$ cat config.mk
export PLATFORM = sky130hd
export DESIGN_NAME = text_encoding_transcoder_top
export DESIGN_NICKNAME = d
export VERILOG_FILES = /design/src/design/ttc_pkg.sv /design/src/design/ttc_front.sv /design/src/design/ttc_queue.sv /design/src/design/ttc_back.sv /design/src/design/text_encoding_transcoder_top.sv
export SDC_FILE = /design/constraint.sdc
export NUM_CORES = 1
export LEC_CHECK = 0
export ABC_AREA = 0
export BUFFER_PORTS_ARGS = -buffer_cell sky130_fd_sc_hd__buf_4
export CAP_MARGIN = 20
export CORE_ASPECT_RATIO = 1.4
export CORE_MARGIN = 2
export CORE_UTILIZATION = 61
export CTS_BUF_LIST = sky130_fd_sc_hd__clkbuf_4
export DETAILED_ROUTE_END_ITERATION = 10
export GPL_TIMING_DRIVEN = 0
export HOLD_SLACK_MARGIN = 0.15
export PLACE_DENSITY = 0.82
export SLEW_MARGIN = 15
export SYNTH_ARGS = -nofsm -noshare
export SYNTH_HDL_FRONTEND = slang
export SYNTH_SLANG_ARGS = --single-unit
$ cat constraint.sdc
create_clock -name clk -period 4.9 [get_ports clk]
set_input_delay 0 -clock clk [delete_from_list [all_inputs] [get_ports clk]]
set_output_delay 0 -clock clk [all_outputs]
set_load 0.05 [all_outputs]
$ cat src/design/ttc_pkg.sv
// Shared types and constants for the text encoding transcoder.
// No dependencies; imported by every design module but the checker.
package ttc_pkg;

  typedef enum logic [1:0] {
    ENC_BYTE  = 2'd0,
    ENC_UTF8  = 2'd1,
    ENC_UTF16 = 2'd2,
    ENC_UTF32 = 2'd3
  } enc_t;

  typedef enum logic [1:0] {
    JOB_PASS  = 2'd0,
    JOB_ENC   = 2'd1,
    JOB_TRUNC = 2'd2
  } job_kind_t;

  typedef struct packed {
    logic [31:0] unit;
    job_kind_t   kind;
    logic        last;
  } job_t;

  localparam int CFG_IDX_W = 1;
  localparam logic [CFG_IDX_W-1:0] CFG_SRC = 1'd0;
  localparam logic [CFG_IDX_W-1:0] CFG_DST = 1'd1;

  localparam enc_t SRC_RESET = ENC_UTF8;
  localparam enc_t DST_RESET = ENC_UTF16;

  localparam int QUEUE_DEPTH = 2;

  localparam logic [31:0] SUBST_CHAR  = 32'h0000_003F;
  localparam logic [31:0] SUPP_BASE   = 32'h0001_0000;
  localparam logic [15:0] SURR_MASK   = 16'hFC00;
  localparam logic [15:0] SURR_HIGH   = 16'hD800;
  localparam logic [15:0] SURR_LOW    = 16'hDC00;

endpackage

$ cat src/design/ttc_front.sv
// Front end: accepts source units, tracks the partial code point and
// classifies each word into a job for the queue. Depends on ttc_pkg.
module ttc_front (
  input  logic          clk,
  input  logic          rst_n,
  input  ttc_pkg::enc_t src_enc,
  input  ttc_pkg::enc_t dst_enc,
  input  logic          in_valid,
  input  logic [31:0]   in_unit,
  input  logic          in_last,
  input  logic          q_ready,
  output logic          push_valid,
  output ttc_pkg::job_t push_job
);
  import ttc_pkg::*;

  logic [20:0] partial_r, partial_nxt;
  logic [1:0]  pending_r, pending_nxt;
  logic [31:0] cp;
  logic [20:0] cont8;
  logic [20:0] pair16;
  logic        have;
  logic        emit;
  logic        acc;

  assign acc    = in_valid & q_ready;
  assign cont8  = {partial_r[14:0], in_unit[5:0]};
  assign pair16 = {1'b0, partial_r[9:0], in_unit[9:0]} + SUPP_BASE[20:0];

  always_comb begin
    partial_nxt   = partial_r;
    pending_nxt   = pending_r;
    cp            = '0;
    have          = 1'b0;
    emit          = 1'b0;
    push_job.unit = '0;
    push_job.kind = JOB_PASS;
    push_job.last = in_last;
    if (src_enc == dst_enc) begin
      partial_nxt = '0;
      pending_nxt = '0;
      emit        = 1'b1;
      case (src_enc)
        ENC_BYTE, ENC_UTF8: push_job.unit = {24'd0, in_unit[7:0]};
        ENC_UTF16:          push_job.unit = {16'd0, in_unit[15:0]};
        default:            push_job.unit = in_unit;
      endcase
    end else begin
      case (src_enc)
        ENC_BYTE: begin
          cp          = {24'd0, in_unit[7:0]};
          partial_nxt = '0;
          pending_nxt = '0;
          have        = 1'b1;
        end
        ENC_UTF8: begin
          if (pending_r != 2'd0) begin
            partial_nxt = cont8;
            pending_nxt = pending_r - 2'd1;
            if (pending_r == 2'd1) begin
              cp          = {11'd0, cont8};
              partial_nxt = '0;
              have        = 1'b1;
            end
          end else if (!in_unit[7]) begin
            cp   = {24'd0, in_unit[7:0]};
            have = 1'b1;
          end else if (in_unit[5]) begin
            if (in_unit[4]) begin
              partial_nxt = {18'd0, in_unit[2:0]};
              pending_nxt = 2'd3;
            end else begin
              partial_nxt = {17'd0, in_unit[3:0]};
              pending_nxt = 2'd2;
            end
          end else begin
            partial_nxt = {16'd0, in_unit[4:0]};
            pending_nxt = 2'd1;
          end
        end
        ENC_UTF16: begin
          if (pending_r != 2'd0) begin
            cp          = {11'd0, pair16};
            partial_nxt = '0;
            pending_nxt = '0;
            have        = 1'b1;
          end else if ((in_unit[15:0] & SURR_MASK) == SURR_HIGH) begin
            partial_nxt = {11'd0, in_unit[9:0]};
            pending_nxt = 2'd1;
          end else begin
            cp   = {16'd0, in_unit[15:0]};
            have = 1'b1;
          end
        end
        default: begin
          cp          = in_unit;
          partial_nxt = '0;
          pending_nxt = '0;
          have        = 1'b1;
        end
      endcase
      if (have) begin
        emit          = 1'b1;
        push_job.unit = cp;
        push_job.kind = JOB_ENC;
      end else if (in_last) begin
        partial_nxt   = '0;
        pending_nxt   = '0;
        emit          = 1'b1;
        push_job.kind = JOB_TRUNC;
        push_job.last = 1'b1;
      end
    end
  end

  assign push_valid = acc & emit;

  always_ff @(posedge clk) begin
    if (!rst_n) begin
      partial_r <= '0;
      pending_r <= '0;
    end else if (acc) begin
      partial_r <= partial_nxt;
      pending_r <= pending_nxt;
    end
  end

endmodule

$ cat src/design/ttc_queue.sv
// Short job queue between front and back end.
// Depends on ttc_pkg for the job type.
module ttc_queue #(
  parameter int DEPTH = ttc_pkg::QUEUE_DEPTH
) (
  input  logic          clk,
  input  logic          rst_n,
  input  logic          push,
  input  ttc_pkg::job_t push_job,
  output logic          ready,
  input  logic          pop,
  output logic          head_valid,
  output ttc_pkg::job_t head_job
);
  import ttc_pkg::*;

  localparam int PTR_W = (DEPTH > 1) ? $clog2(DEPTH) : 1;
  localparam int CNT_W = $clog2(DEPTH + 1);
  localparam logic [PTR_W-1:0] PTR_LAST = PTR_W'(DEPTH - 1);
  localparam logic [CNT_W-1:0] CNT_FULL = CNT_W'(DEPTH);

  job_t             slot_r [DEPTH];
  logic [PTR_W-1:0] wr_ptr_r, rd_ptr_r;
  logic [CNT_W-1:0] count_r;
  logic             do_push, do_pop;

  assign ready      = (count_r != CNT_FULL);
  assign head_valid = (count_r != '0);
  assign head_job   = slot_r[rd_ptr_r];
  assign do_push    = push & ready;
  assign do_pop     = pop & head_valid;

  always_ff @(posedge clk) begin
    if (do_push) begin
      slot_r[wr_ptr_r] <= push_job;
    end
  end

  always_ff @(posedge clk) begin
    if (!rst_n) begin
      wr_ptr_r <= '0;
      rd_ptr_r <= '0;
      count_r  <= '0;
    end else begin
      if (do_push) begin
        wr_ptr_r <= (wr_ptr_r == PTR_LAST) ? '0 : wr_ptr_r + 1'b1;
      end
      if (do_pop) begin
        rd_ptr_r <= (rd_ptr_r == PTR_LAST) ? '0 : rd_ptr_r + 1'b1;
      end
      if (do_push && !do_pop) begin
        count_r <= count_r + 1'b1;
      end else if (do_pop && !do_push) begin
        count_r <= count_r - 1'b1;
      end
    end
  end

endmodule

$ cat src/design/ttc_back.sv
// Back end: encodes queued jobs into target units, one word per cycle
// while out_tready is high, through an output register. Depends on ttc_pkg.
module ttc_back (
  input  logic          clk,
  input  logic          rst_n,
  input  ttc_pkg::enc_t dst_enc,
  input  logic          head_valid,
  input  ttc_pkg::job_t head_job,
  output logic          pop,
  output logic          out_tvalid,
  input  logic          out_tready,
  output logic [31:0]   out_tdata,
  output logic          out_tlast,
  output logic          out_tuser
);
  import ttc_pkg::*;

  logic [3:0][31:0] units;
  logic [1:0]       last_idx;
  logic [1:0]       idx_r;
  logic [31:0]      cp;
  logic [31:0]      supp;
  logic             load;
  logic             final_unit;
  logic             valid_r;
  logic [31:0]      data_r;
  logic             last_r;
  logic             trunc_r;

  assign cp   = head_job.unit;
  assign supp = cp - SUPP_BASE;

  always_comb begin
    units    = '0;
    last_idx = 2'd0;
    case (head_job.kind)
      JOB_PASS:  units[0] = cp;
      JOB_TRUNC: units[0] = '0;
      default: begin
        case (dst_enc)
          ENC_BYTE: units[0] = (cp < 32'h100) ? cp : SUBST_CHAR;
          ENC_UTF8: begin
            if (cp > 32'hFFFF) begin
              units[0] = {24'd0, 5'b11110, cp[20:18]};
              units[1] = {24'd0, 2'b10, cp[17:12]};
              units[2] = {24'd0, 2'b10, cp[11:6]};
              units[3] = {24'd0, 2'b10, cp[5:0]};
              last_idx = 2'd3;
            end else if (cp > 32'h7FF) begin
              units[0] = {24'd0, 4'b1110, cp[15:12]};
              units[1] = {24'd0, 2'b10, cp[11:6]};
              units[2] = {24'd0, 2'b10, cp[5:0]};
              last_idx = 2'd2;
            end else if (cp > 32'h7F) begin
              units[0] = {24'd0, 3'b110, cp[10:6]};
              units[1] = {24'd0, 2'b10, cp[5:0]};
              last_idx = 2'd1;
            end else begin
              units[0] = cp;
            end
          end
          ENC_UTF16: begin
            if (cp > 32'hFFFF) begin
              units[0] = {16'd0, SURR_HIGH | {6'd0, supp[19:10]}};
              units[1] = {16'd0, SURR_LOW | {6'd0, supp[9:0]}};
              last_idx = 2'd1;
            end else begin
              units[0] = cp;
            end
          end
          default: units[0] = cp;
        endcase
      end
    endcase
  end

  assign load       = head_valid & (~valid_r | out_tready);
  assign final_unit = (idx_r == last_idx);
  assign pop        = load & final_unit;

  always_ff @(posedge clk) begin
    if (!rst_n) begin
      valid_r <= 1'b0;
      idx_r   <= '0;
    end else begin
      if (load) begin
        valid_r <= 1'b1;
        idx_r   <= final_unit ? 2'd0 : idx_r + 2'd1;
      end else if (out_tready) begin
        valid_r <= 1'b0;
      end
    end
  end

  always_ff @(posedge clk) begin
    if (load) begin
      data_r  <= units[idx_r];
      last_r  <= head_job.last & final_unit;
      trunc_r <= (head_job.kind == JOB_TRUNC);
    end
  end

  assign out_tvalid = valid_r;
  assign out_tdata  = data_r;
  assign out_tlast  = last_r;
  assign out_tuser  = trunc_r;

endmodule

$ cat src/design/text_encoding_transcoder_top.sv
// Transcoder between single-byte, UTF-8, UTF-16 and UTF-32 code units.
// Words pass through the job queue, then the output register. Throughput:
// one output word per cycle unless out_tready is low; one input word per
// cycle unless the output stalls or the encoder is busy emitting a
// multi-word sequence (up to 4). Reset (rst_n low, synchronous): queue
// and decoder state cleared; source encoding UTF-8, target UTF-16.
module text_encoding_transcoder_top #(
  parameter int QUEUE_DEPTH = ttc_pkg::QUEUE_DEPTH
) (
  input  logic                          clk,
  input  logic                          rst_n,
  input  logic                          in_tvalid,
  output logic                          in_tready,
  input  logic [31:0]                   in_tdata,   // [31:0] in_unit
  input  logic                          in_tlast,
  output logic                          out_tvalid,
  input  logic                          out_tready,
  output logic [31:0]                   out_tdata,  // [31:0] out_unit
  output logic                          out_tlast,
  output logic                          out_tuser,  // [0] truncated
  input  logic                          cfg_wen,
  input  logic [ttc_pkg::CFG_IDX_W-1:0] cfg_index,
  input  logic [1:0]                    cfg_wdata
);
  import ttc_pkg::*;

  enc_t src_enc_r, dst_enc_r;
  logic push_valid, q_ready, head_valid, pop;
  job_t push_job, head_job;

  always_ff @(posedge clk) begin
    if (!rst_n) begin
      src_enc_r <= SRC_RESET;
      dst_enc_r <= DST_RESET;
    end else if (cfg_wen) begin
      case (cfg_index)
        CFG_SRC: src_enc_r <= enc_t'(cfg_wdata);
        CFG_DST: dst_enc_r <= enc_t'(cfg_wdata);
        default: ;
      endcase
    end
  end

  assign in_tready = q_ready;

  ttc_front u_front (
    .clk        (clk),
    .rst_n      (rst_n),
    .src_enc    (src_enc_r),
    .dst_enc    (dst_enc_r),
    .in_valid   (in_tvalid),
    .in_unit    (in_tdata),
    .in_last    (in_tlast),
    .q_ready    (q_ready),
    .push_valid (push_valid),
    .push_job   (push_job)
  );

  ttc_queue #(.DEPTH(QUEUE_DEPTH)) u_queue (
    .clk        (clk),
    .rst_n      (rst_n),
    .push       (push_valid),
    .push_job   (push_job),
    .ready      (q_ready),
    .pop        (pop),
    .head_valid (head_valid),
    .head_job   (head_job)
  );

  ttc_back u_back (
    .clk        (clk),
    .rst_n      (rst_n),
    .dst_enc    (dst_enc_r),
    .head_valid (head_valid),
    .head_job   (head_job),
    .pop        (pop),
    .out_tvalid (out_tvalid),
    .out_tready (out_tready),
    .out_tdata  (out_tdata),
    .out_tlast  (out_tlast),
    .out_tuser  (out_tuser)
  );

endmodule

# Yosys cells after proc, flatten, opt, wreduce, memory -nomap -nowiden
# Memories as Yosys holds them, arrays and structs flattened. A register that Yosys moved wholly into a read port is not among the register bits.
# Index checks and enable logic that the tools add are counted.
dict set report classes {
  mux 77
  n_bitwise 10
  magnitude_cmp 5
  eq_ne 10
  reduce_logical 15
  n_addsub 8
}
# operator count
set ops {}
lappend ops {{2-to-1 mux 32 bit} 8}
lappend ops {{case mux 32 bit (2 select lines)} 3}
lappend ops {{case mux 32 bit (3 select lines)} 2}
lappend ops {{2-to-1 mux 21 bit} 9}
lappend ops {{2-to-1 mux 96 bit} 1}
lappend ops {{2-to-1 mux 72 bit} 1}
lappend ops {{binary-select mux 32 bit (select 2 bit)} 1}
lappend ops {{2-to-1 mux 64 bit} 1}
lappend ops {{case mux 21 bit (2 select lines)} 1}
lappend ops {{2-to-1 mux 40 bit} 1}
lappend ops {{> comparator 32 x 11 -> 1 bit (second input constant)} 1}
lappend ops {{> comparator 32 x 16 -> 1 bit (second input constant)} 1}
lappend ops {{> comparator 32 x 7 -> 1 bit (second input constant)} 1}
lappend ops {{< comparator 32 x 9 -> 1 bit (second input constant)} 1}
lappend ops {{2-to-1 mux 16 bit} 2}
lappend ops {{2-to-1 mux 2 bit} 15}
lappend ops {{2-to-1 mux 8 bit} 3}
lappend ops {{adder 20 x 17 -> 21 bit (second input constant)} 1}
lappend ops {{2-to-1 mux 1 bit} 21}
lappend ops {{subtractor 20 x 17 -> 20 bit (second input constant)} 1}
lappend ops {{case mux 2 bit (2 select lines)} 2}
lappend ops {{nonzero test 2 bit} 4}
lappend ops {{bitwise AND 1 bit} 7}
lappend ops {{2-to-1 mux 7 bit} 1}
lappend ops {{20 further kinds} 36}
dict set report totals {
  reg_bits 68
  output_inout_bits 36
  memories 1
  mem_bits_rw 70
}
# memory words word_bits rd rd_ports_with_merged_regs write_ports line
set memory_table {}
lappend memory_table {u_queue.slot_r 2 35 1 1 1 ttc_queue.sv:22} ;# job_t slot_r [DEPTH];

# Depth between registers and ports, before layout
dict set report logic_depth {
  ltp_word 13
  depth_mapped 15
  mapped_depth_nobuf 11
}

# By module
# Synthesis repeated with hierarchy kept, for this count alone.
dict set report unflattened {
  hier_cells 713
  hier_area_um2 7622.3
}
# module seq_area_each_um2 instances cells_per_inst area_per_inst_um2
set by_module_without_submodules {}
lappend by_module_without_submodules {ttc_back 1081.0 1 334 2951.6}
lappend by_module_without_submodules {ttc_queue 2202.1 1 133 2758.9}
lappend by_module_without_submodules {ttc_front 340.3 1 228 1732.9}
lappend by_module_without_submodules {text_encoding_transcoder_top 80.1 1 18 178.9}

# Worst setup path before layout
# OpenSTA, ideal clock, no wires.
dict set report synth_path {
  path_kind {reg2reg}
  from {reg with a tool-made name}
  to {reg u_queue.count_r[1]}
  t_arrival_ns 3.437
  path_stages_with_launch 15
  synth_period_minus_slack_ns 3.513
  path_buffers 4
  setup_slack_ns 1.387
  setup_ns 0.076
  cell_sequence {dfxtp_1 -> buf_6 -> buf_6 -> buf_2 -> mux2i_1 -> ha_1 -> o21ai_1 -> a211oi_4 -> a2bb2oi_2 -> o311ai_1 -> or3_1 -> buf_2 -> ha_1 -> or3_1 -> a21boi_0}
}
# item line
set synth_lines {}
lappend synth_lines {{to (signal assigned)} ttc_queue.sv:52} ;# count_r <= count_r + 1'b1;
lappend synth_lines {{to (signal assigned)} ttc_queue.sv:54} ;# count_r <= count_r - 1'b1;
lappend synth_lines {{to (decl)} ttc_queue.sv:24} ;# logic [CNT_W-1:0] count_r;

==> flow_summary.ini <==
[status]
status = complete, no violations

[global_route]
grt_antenna_before_repair = 1
grt-ovfl-total = 0
grt_pass1_vias = 6742
grt_pass1_wl_um = 35700
grt_max_degree = 36
grt_usage_pct = 37.4

[sta]
setup_total_negative_slack_ns = 0
final_hold_viol_count = 0
skew_ns = 0.0240
worst_pin_slew_ns = 0.969
finalCriticalPeriod_ns = 4.57
max_slew_margin_pct = 34.9
clock.fmax_ghz = 0.219
drv_slew = 0
post-route-period-util_pct = 93.3
rsz0062_at_grt = no
setup_viol_count_final = 0

[synth]
synthArstFlopShare_pct = 0
syn-instance-count = 688
synth_top_flop_cell = edfxtp_1
synth.area.top_cells = edfxtp_1, dfxtp_1, mux2i_1
synth_warnings = 0
avgSynthCellArea_um2 = 10.5
synth_area_um2 = 7230
synth_edf_count = 104
seq_area_frac_synth_pct = 51.2
yosysTopAreaCell = edfxtp_1
yosysUniqueCellTypes = 73
ys_ff_latch = 133
synth_top_area_share_pct = 43.2
syn_nets = 740

[pwr]
ir_worst_vdd_mv = 0.326
powerDensity_nw_per_um2 = 509
power_leakage_nw = 3.22

[layout]
areaGrowthSynthToFinish_pct = 22.1
nNetsFinal = 888
drive_gt1_share_pct = 16.5
final_area_um2 = 8830
fillers = 770

[routing]
drtPass1Iterations = 8
drcViolationCount = 0
vias = 6697
wl_um = 23000
drt_iter0_drc = 820
antenna_left = 0
vias_per_cell = 6.72
wl_per_cell_um = 23.1

[setup_path]
cp.required_ns = 5.39
slowest_delay_ns = 0.79
cp_num_buf_inv = 4
crit_arrival_ns = 5.06
path_delay_family = compound AO/OA/AOI/OAI gates
critPathLaunchType = flip-flop
critPathSlowestCell = mux2i_1
worstPathMaxFanout = 10
path_class = reg -> reg
crit_path_cell_trace = buf_6 > buf_6 > buf_2 > mux2i_1 > ha_1 > o21ai_1 > a211oi_4 > a2bb2oi_2 > o311ai_1 > or3_1 > buf_2 > ha_1 > or3_1 > a21boi_0
endpoint_kind = flip-flop

[die]
die_h_um = 133
ios = 77
core_area_um2 = 11700
num_rows = 47
dieArea_um2 = 12800
start_util_pct = 61.8
die_w_um = 96.0

[clock_network]
cts_resized = 0
cts.sinks = 133
clock_latency_ns = 0.57
cts_made_buffers = 17
root_buffer = clkbuf_4
cts.clk_slew.worst_paths_ns = 0.14
post_cts_buffers = 0
ctsHoldBuffers = 51
clockBufferDepth = 2
cts_tree = built
h-tree-depth = 4

[placed_design]
port_buffers = 76
gp_congestion = 0.954
dpl_cell_area_um2 = 8050
place_hpwl_um = 16000

[worst_hold_path]
hold_path.class = in -> reg

[job]
maxCapViolCount = 0
## flip-flops by register name, indices dropped and copies added (netlist names), named ones only
| name | count |
|---|---|
| u_queue.slot_r | 70 |
| u_back.out_tuser | 1 |
| u_back.idx_r | 2 |
| u_front.pending_r | 2 |
| u_queue.wr_ptr_r | 1 |
| u_front.partial_r | 15 |
| src_enc_r | 2 |
| u_back.out_tvalid | 1 |
| dst_enc_r | 2 |
| u_queue.rd_ptr_r | 1 |
| u_queue.count_r | 2 |
| u_back.out_tlast | 1 |
| u_back.out_tdata | 32 |
## power breakdown
group,switching [W],internal (W),leakage (nW)
registers,0.000102,0.00155,1.23
clock network,0.000481,0.000222,0.136
logic,0.00146,0.000688,1.85
## stage by stage
stage          utilization (%)  total power (W)  setup WS (ns)  hold WS, ns  std cells
2_1_floorplan                -          0.00309           1.39       0.0989        688
3_3_place_gp              68.2          0.00366          0.563        0.250        911
3_5_place_dp              68.8          0.00374          0.450        0.248        913
4_1_cts                   75.4          0.00445          0.427        0.187        996
5_1_grt                   75.4          0.00469          0.173        0.187        997
6_report                  75.4          0.00450          0.330        0.215        997
## final timing paths
check	end	slack, ns	cells past startpoint	start
max	u_queue.count_r[1]	0.33	14	flip-flop
min	u_queue.slot_r[1][0]	0.21	2	in_tlast
max reg2reg	u_queue.count_r[1]	0.33	14	flip-flop
min reg2reg	u_front.partial_r[14]	0.50	1	u_front.partial_r[14]
## Yosys cell counts, types with 11 or more instances
master    number
dfxtp_1       29
a22oi_1       13
o21ai_0       31
and2_1        32
clkbuf_1      27
a21boi_0      11
edfxtp_1     104
inv_1         21
nor2_1        57
ha_1          11
nand2_1       57
nor3_1        15
nand3_1       23
mux2i_1       37
a21oi_1       26
## logic make-up (layout without fill, tap and decap cells)
group	count (synthesis)	after routing	share of synthesized area (%)
fa+ha+maj	11	11	1.90
xor+xnor	9	9	1.09
buf+inv	61	222	3.63
compound gates	197	197	19.6
simple gates	231	231	15.9
other cells	0	1	0
flops	133	133	51.2
mux	46	46	6.65
## layout by cell type, fill, tap and decap left out, types with 7 or more instances in the layout
| master | Yosys | layout |
|---|---|---|
| a21boi_0 | 11 | 11 |
| a21oi_1 | 26 | 26 |
| a22o_1 | 10 | 10 |
| a22oi_1 | 13 | 13 |
| and2_1 | 32 | 31 |
| buf_4 | 1 | 77 |
| clkbuf_1 | 27 | 27 |
| clkbuf_4 | 0 | 17 |
| dfxtp_1 | 29 | 29 |
| dlygate4sd3_1 | 0 | 51 |
| edfxtp_1 | 104 | 104 |
| ha_1 | 11 | 11 |
| inv_1 | 21 | 21 |
| mux2i_1 | 37 | 37 |
| nand2_1 | 57 | 57 |
| nand2b_1 | 8 | 8 |
| nand3_1 | 23 | 23 |
| nor2_1 | 57 | 56 |
| nor3_1 | 15 | 15 |
| nor4_1 | 9 | 9 |
| o211ai_1 | 8 | 8 |
| o21ai_0 | 31 | 31 |
| o21ai_1 | 10 | 10 |
| o221ai_1 | 7 | 7 |
| o22ai_1 | 9 | 9 |
## worst register-to-register path: cells and delay by family, from the launching register on
kind                       cells  cell delay (ns)
buffers and inverters          4             0.86
DFF                            1             0.44
muxes                          1             0.80
adders and majority gates      2             0.66
and+or+nand+nor                2             0.75
AOI/OAI and AO/OA              5             1.01
## layer usage
layer | track usage [%] | share of wire [%] | up-vias | wire length (um)
met5 | 0 | 0 | - | 0
met4 | 23.6 | 6.7 | 0 | 1540
met3 | 8.37 | 8.6 | 118 | 1970
met2 | 62.4 | 51 | 513 | 11600
met1 | 42.1 | 34 | 3129 | 7850
li1 | - | - | 2937 | -
## area by class of cell
cell class | count | area, um^2 | share of cell area [%]
well taps | 147 | 184 | 2.08
clock buffers | 17 | 128 | 1.45
flip-flops and latches | 133 | 3700 | 42.0
multi-input cells | 494 | 3270 | 37.1
plain buffers | 40 | 184 | 2.08
clock inverters | 15 | 140 | 1.59
repair buffers | 129 | 1140 | 12.9
inverters | 21 | 78.8 | 0.893
diodes | 1 | 2.50 | 0.0283
No activity file was read; power rests on OpenSTA's default activity.
